**src/hw/rtl/prefix_request_rate_limiter_assert.svh**
```systemverilog
// Assertion macros for the prefix request rate limiter.
`ifndef PREFIX_REQUEST_RATE_LIMITER_ASSERT_SVH
`define PREFIX_REQUEST_RATE_LIMITER_ASSERT_SVH
`ifndef SYNTHESIS
`define PRRL_ASSERT(lbl, prop, msg) \
    lbl: assert property (@(posedge aclk) disable iff (!aresetn) prop) else $error(msg);
`define PRRL_ASSERT_NEXT(lbl, cond, nxt, msg) \
    lbl: assert property (@(posedge aclk) disable iff (!aresetn) (cond) |=> (nxt)) else $error(msg);
`else
`define PRRL_ASSERT(lbl, prop, msg)
`define PRRL_ASSERT_NEXT(lbl, cond, nxt, msg)
`endif
`endif

```
**src/hw/rtl/prrl_div.sv**
```systemverilog
// Restoring divider, one quotient bit per cycle.
`timescale 1ns / 1ps
module prrl_div #(
    parameter int DW = 48,
    parameter int VW = 32
) (
    input  logic          aclk,
    input  logic          aresetn,
    input  logic          start,
    input  logic [DW-1:0] dividend,
    input  logic [VW-1:0] divisor,
    output logic          done,
    output logic [DW-1:0] quotient
);
    localparam int CW = $clog2(DW);

    logic [DW-1:0] dq_reg, dq_next;
    logic [VW-1:0] rem_reg, rem_next;
    logic [VW-1:0] dvs_reg;
    logic [CW-1:0] cnt_reg;
    logic          busy_reg, done_reg;
    logic [VW:0]   rem_w;
    logic          ge;

    // one shift-subtract step
    always_comb begin
        rem_w    = {rem_reg, dq_reg[DW-1]};
        ge       = rem_w >= {1'b0, dvs_reg};
        rem_next = ge ? VW'(rem_w - {1'b0, dvs_reg}) : rem_w[VW-1:0];
        dq_next  = {dq_reg[DW-2:0], ge};
    end

    // control
    always_ff @(posedge aclk) begin
        if (!aresetn) begin
            busy_reg <= 1'b0;
            done_reg <= 1'b0;
            cnt_reg  <= '0;
        end else begin
            done_reg <= 1'b0;
            if (start) begin
                busy_reg <= 1'b1;
                cnt_reg  <= CW'(DW - 1);
            end else if (busy_reg) begin
                cnt_reg <= cnt_reg - 1'b1;
                if (cnt_reg == '0) begin
                    busy_reg <= 1'b0;
                    done_reg <= 1'b1;
                end
            end
        end
    end

    // operands
    always_ff @(posedge aclk) begin
        if (start) begin
            dq_reg  <= dividend;
            rem_reg <= '0;
            dvs_reg <= divisor;
        end else if (busy_reg) begin
            dq_reg  <= dq_next;
            rem_reg <= rem_next;
        end
    end

    assign done     = done_reg;
    assign quotient = dq_reg;
endmodule

```
**config.mk**
```make
export PLATFORM = sky130hd
export DESIGN_NAME = prrl_div
export DESIGN_NICKNAME = d
export VERILOG_FILES = /design/src/hw/rtl/prefix_request_rate_limiter_assert.svh /design/src/hw/rtl/prrl_div.sv
export SDC_FILE = /design/constraint.sdc
export NUM_CORES = 1
export LEC_CHECK = 0
export ABC_AREA = 1
export CAP_MARGIN = 10
export CORE_ASPECT_RATIO = 1.1
export CORE_MARGIN = 2
export CORE_UTILIZATION = 37
export DETAILED_ROUTE_END_ITERATION = 16
export DONT_BUFFER_PORTS = 1
export GPL_ROUTABILITY_DRIVEN = 0
export GPL_TIMING_DRIVEN = 0
export PLACE_DENSITY = 0.57
export SYNTH_ARGS = -nofsm -noshare
export SYNTH_HDL_FRONTEND = slang
export SYNTH_SLANG_ARGS = --single-unit
export TNS_END_PERCENT = 50
```
**constraint.sdc**
```tcl
create_clock -name aclk -period 6.6 [get_ports aclk]
set_clock_uncertainty 0.1 [all_clocks]
set_input_delay 1.32 -clock aclk [delete_from_list [all_inputs] [get_ports aclk]]
set_output_delay 1.32 -clock aclk [all_outputs]
set_load 0.005 [all_outputs]
```
# == Yosys cells after proc, flatten, opt, wreduce, memory -nomap -nowiden ==
# Index checks and enable logic that the tools add are counted.
# op_classes
n_addsub,2
n_mul,0
div_mod_pow,0
magnitude_cmp,1
eq_ne,0
n_shift,0
n_mux,9
n_bitwise,2
n_reduce_logical,4
# ops
operator,count
48-bit two-way mux,2
33-bit by 32-bit greater-or-equal comparator with 1-bit output,1
32-bit two-way mux,1
32-bit subtractor,1
6-bit two-way mux,2
6-bit logical NOT,1
"6-bit by 1-bit subtractor with 6-bit output, second input constant",1
1-bit two-way mux,4
3-bit OR reduction,1
1-bit NOT,2
2-bit nonzero test,1
2-bit OR reduction,1
# word_totals
ff_bits,120
latch_bits,0
ramBits,0
rom_bits,0
in_bits,83
out_inout_bits,49
elab_cells,25
mem_count,0

# == Logic depth before layout (Yosys ltp) ==
# depth
word_depth,4
ltp_mapped,17
depth_no_buf,16

# == Worst setup path before layout ==
# No wires, ideal clock.
# synth_path
kind,input-to-reg
startpoint,input port start
endpoint,"register dq_reg[0] (netlist: quotient[0]), enable pin"
setup_time_ns,0.402
t_arrival_ns,2.872
required_time_ns,6.098
slack_ns,3.226
cell_stages,4
path_buffers,2
cell_sequence,clkbuf_1 -> nor2_1 -> clkbuf_1 -> inv_1
# synth_via
elab_chain_len,1
# synth_rtl
item,line_no,text
from (decl),prrl_div.sv:9,"input logic start,"
2-bit nonzero test (no line),--,
to (signal assigned),prrl_div.sv:57,dq_reg <= dividend;
to (signal assigned),prrl_div.sv:61,dq_reg <= dq_next;
to (decl),prrl_div.sv:17,"logic [DW-1:0] dq_reg, dq_next;"
# Every way passes these cells.
# A chain may end at the register's enable or synchronous reset.

# == Worst setup path after layout ==
# layout_path
startpoint,input port start
endpoint,"register dq_reg[34] (netlist: quotient[34]), enable pin"
# The elaborated chain is that of the path after synthesis.

==> qor.csv <==
metric;value;unit
n_diodes;0;
worst vdd ir;0.152;mV
EDFF count, synth;80;
layout cells sized above 1;12.2;%
instance count of the mapped netlist;1063;
Tmin final;2.89;ns
Yosys reg bits;120;
DR iter-0 viols;405;
FMAX;346;MHz
Core Region;21200;um2
largest net degree at the start of global routing;45;
grt ovf;0;
Period Utilization, post-route;43.8;%
Avg Inst Size Synth;7.46;um2
area grow syn2layout;12.4;%
Reg2Reg Depth;15;
largest family of logic cells by synthesized area;simple AND/OR/NAND/NOR gates;
Worst R2R Setup Slack;4.15;ns
number of detailed-route iterations in the first pass;5;
wire length per cell;14.4;um
initial antenna violation count;5;
Worst Max-Slew Pin Slew;0.676;ns
required time of the critical path;6.66;ns
die area;22600;um2
Startpoint Class;input port;
total CTS buffers;17;
Cells after DPL;1354;
Synth Area in XOR/XNOR;1.55;%
Die Width;144;um
CTS root buf;clkbuf_16;
Tot GR Track Use;18.6;%
# DRC;0;
Finish-stage setup viols;0;
die height;158;um
commonest non-fill, non-tap cell in the layout;nand2_1;
Net Count, Synth;1181;
CTS resizes;0;
worst-path maximum fanout;44;
wirelength, routed;19900;um
Max clock buf depth;2;
outcome;finished, final reports clean;
Crit Path Category;input port to flip-flop;
Power Dens Cells;228;nW/um2
ys async rst share;0;%
Synth Area in Compound Gates;2.40;%
hold path depth;2;
Initial Util;37.5;%
Synth Flop Type;edfxtp_1;
hold violation total from the final report;0;
DP Wirelength;15300;um
postcts setup bufs;0;
hold_buf cts;0;
WP data arrival;2.95;ns
leakage;4.47;nW
clock sinks;120;
crit path capture type;flip-flop;
Synth top area share;30.3;%
worst min path class;flip-flop to flip-flop;
mux share of post-synthesis cell area;0;%
Slew Limit Fails;0;
I/O pin total;132;
synth warn;0;
Simple-Gate Fraction of Synth Area;39.6;%
TNS Setup;0;ns
routed vias;6499;
mapped cell area;7930;um2
Yosys top cell by area;edfxtp_1;
Antenna Violating Nets Remaining;0;
CTS tree;yes;
clock latency on the worst-skew pair;0.42;ns
max reg flops;48;
first-pass GRT wire length;32400;um
Yosys cell types;39;
Vias/cell;4.69;
clock transition at the registers of the reported paths;0.06;ns
Slew HR;54.9;%
fin nets;1201;
most frequent cells in the layout;nand2_1 (453), inv_1 (159), edfxtp_1 (80);
Synth Area in Adders;5.62;%
final cell count without fillers;1386;
MaxCap Viol Count;0;
H-tree Lvls;4;
sequential share of the synthesized area;40.4;%
row count;56;
vias in the first global route;6499;
count of input and output buffers;0;
dominant cells by area after synthesis;edfxtp_1 (30%), nand2_1 (21%), dfxtp_1 (10%);
setup repair after global routing missed its margin;no;
-- final timing paths --
kind,from,end
hold reg to reg,rem_reg[13]$_SDFFE_PP0P_,rem_reg[13]$_SDFFE_PP0P_
hold / removal,rem_reg[13]$_SDFFE_PP0P_,rem_reg[13]$_SDFFE_PP0P_
setup reg to reg,quotient[47]$_DFFE_PP_,rem_reg[26]$_SDFFE_PP0P_
setup / recovery,start,quotient[34]$_DFFE_PP_
-- layer usage --
layer / track usage (%) / up-vias / share of wire (%)
met3: 5.26 / 29 / 5.9
met2: 32.1 / 160 / 48
met4: 6.21 / 4 / 1.8
met5: 0 / - / 0.085
met1: 22.1 / 2953 / 44
li1: - / 3353 / -
-- through the flow --
step | cell area, um2 | util, % | hold WS (ns) | worst slack [ns] | power [mW]
after floorplan | 7930 | - | 0.340 | 3.23 | 1.04
after global placement | 8290 | 39.2 | 0.358 | 2.41 | 1.10
after detailed placement | 8310 | 39.3 | 0.359 | 3.25 | 1.10
after CTS | 8910 | 42.1 | 0.371 | 3.70 | 2.06
after global routing | 8910 | 42.1 | 0.389 | 3.59 | 2.12
final | 8910 | 42.1 | 0.368 | 3.71 | 2.04
-- synthesized netlist by cell type (2+ instances only) --
| library cell | instances |
|---|---|
| nor2_2 | 8 |
| nand2_4 | 3 |
| buf_12 | 3 |
| a21oi_1 | 22 |
| edfxtp_1 | 80 |
| nand2_8 | 2 |
| nand3_2 | 29 |
| inv_2 | 4 |
| o21ai_0 | 3 |
| a31oi_1 | 3 |
| ha_1 | 34 |
| xnor2_1 | 13 |
| nand2_1 | 453 |
| nor3_1 | 6 |
| nand3_1 | 26 |
| nand4_1 | 6 |
| buf_2 | 4 |
| and2_1 | 6 |
| nand2_2 | 36 |
| o21bai_1 | 3 |
| nor2_1 | 42 |
| dfxtp_1 | 40 |
| buf_6 | 6 |
| clkinv_1 | 2 |
| inv_1 | 160 |
| nor4_1 | 3 |
| clkbuf_1 | 14 |
| nand3b_1 | 41 |
-- where the power goes --
part           leakage, nW  internal (mW)  switching, mW
sequential            1.13          0.865         0.0348
clock                0.290          0.542          0.411
combinational         3.05         0.0579          0.125
-- worst max-delay path, cell delays in order --
cell	delay (ns)
clkbuf_1	0.21
nor2_1	0.46
clkbuf_1	0.50
inv_2	0.18
buf_12	0.23
-- layout make-up --
| cell class | instances | area (um2) |
|---|---|---|
| repair buffers | 1 | 20.0 |
| multi-input cells | 750 | 3900 |
| well taps | 290 | 363 |
| plain buffers | 27 | 200 |
| flip-flops and latches | 120 | 3200 |
| clock buffers | 17 | 425 |
| inverters | 166 | 623 |
| clock inverters | 15 | 178 |
| fillers | 2229 | 12200 |
-- cell families after synthesis --
| kind of cell | Yosys count |
|---|---|
| XOR/XNOR | 14 |
| flip-flops | 120 |
| buffers and inverters | 193 |
| AO/OA/AOI/OAI | 34 |
| AND/OR/NAND/NOR | 667 |
| adder cells (fa/ha/maj) | 35 |
No activity file was read; power rests on OpenSTA's default activity.
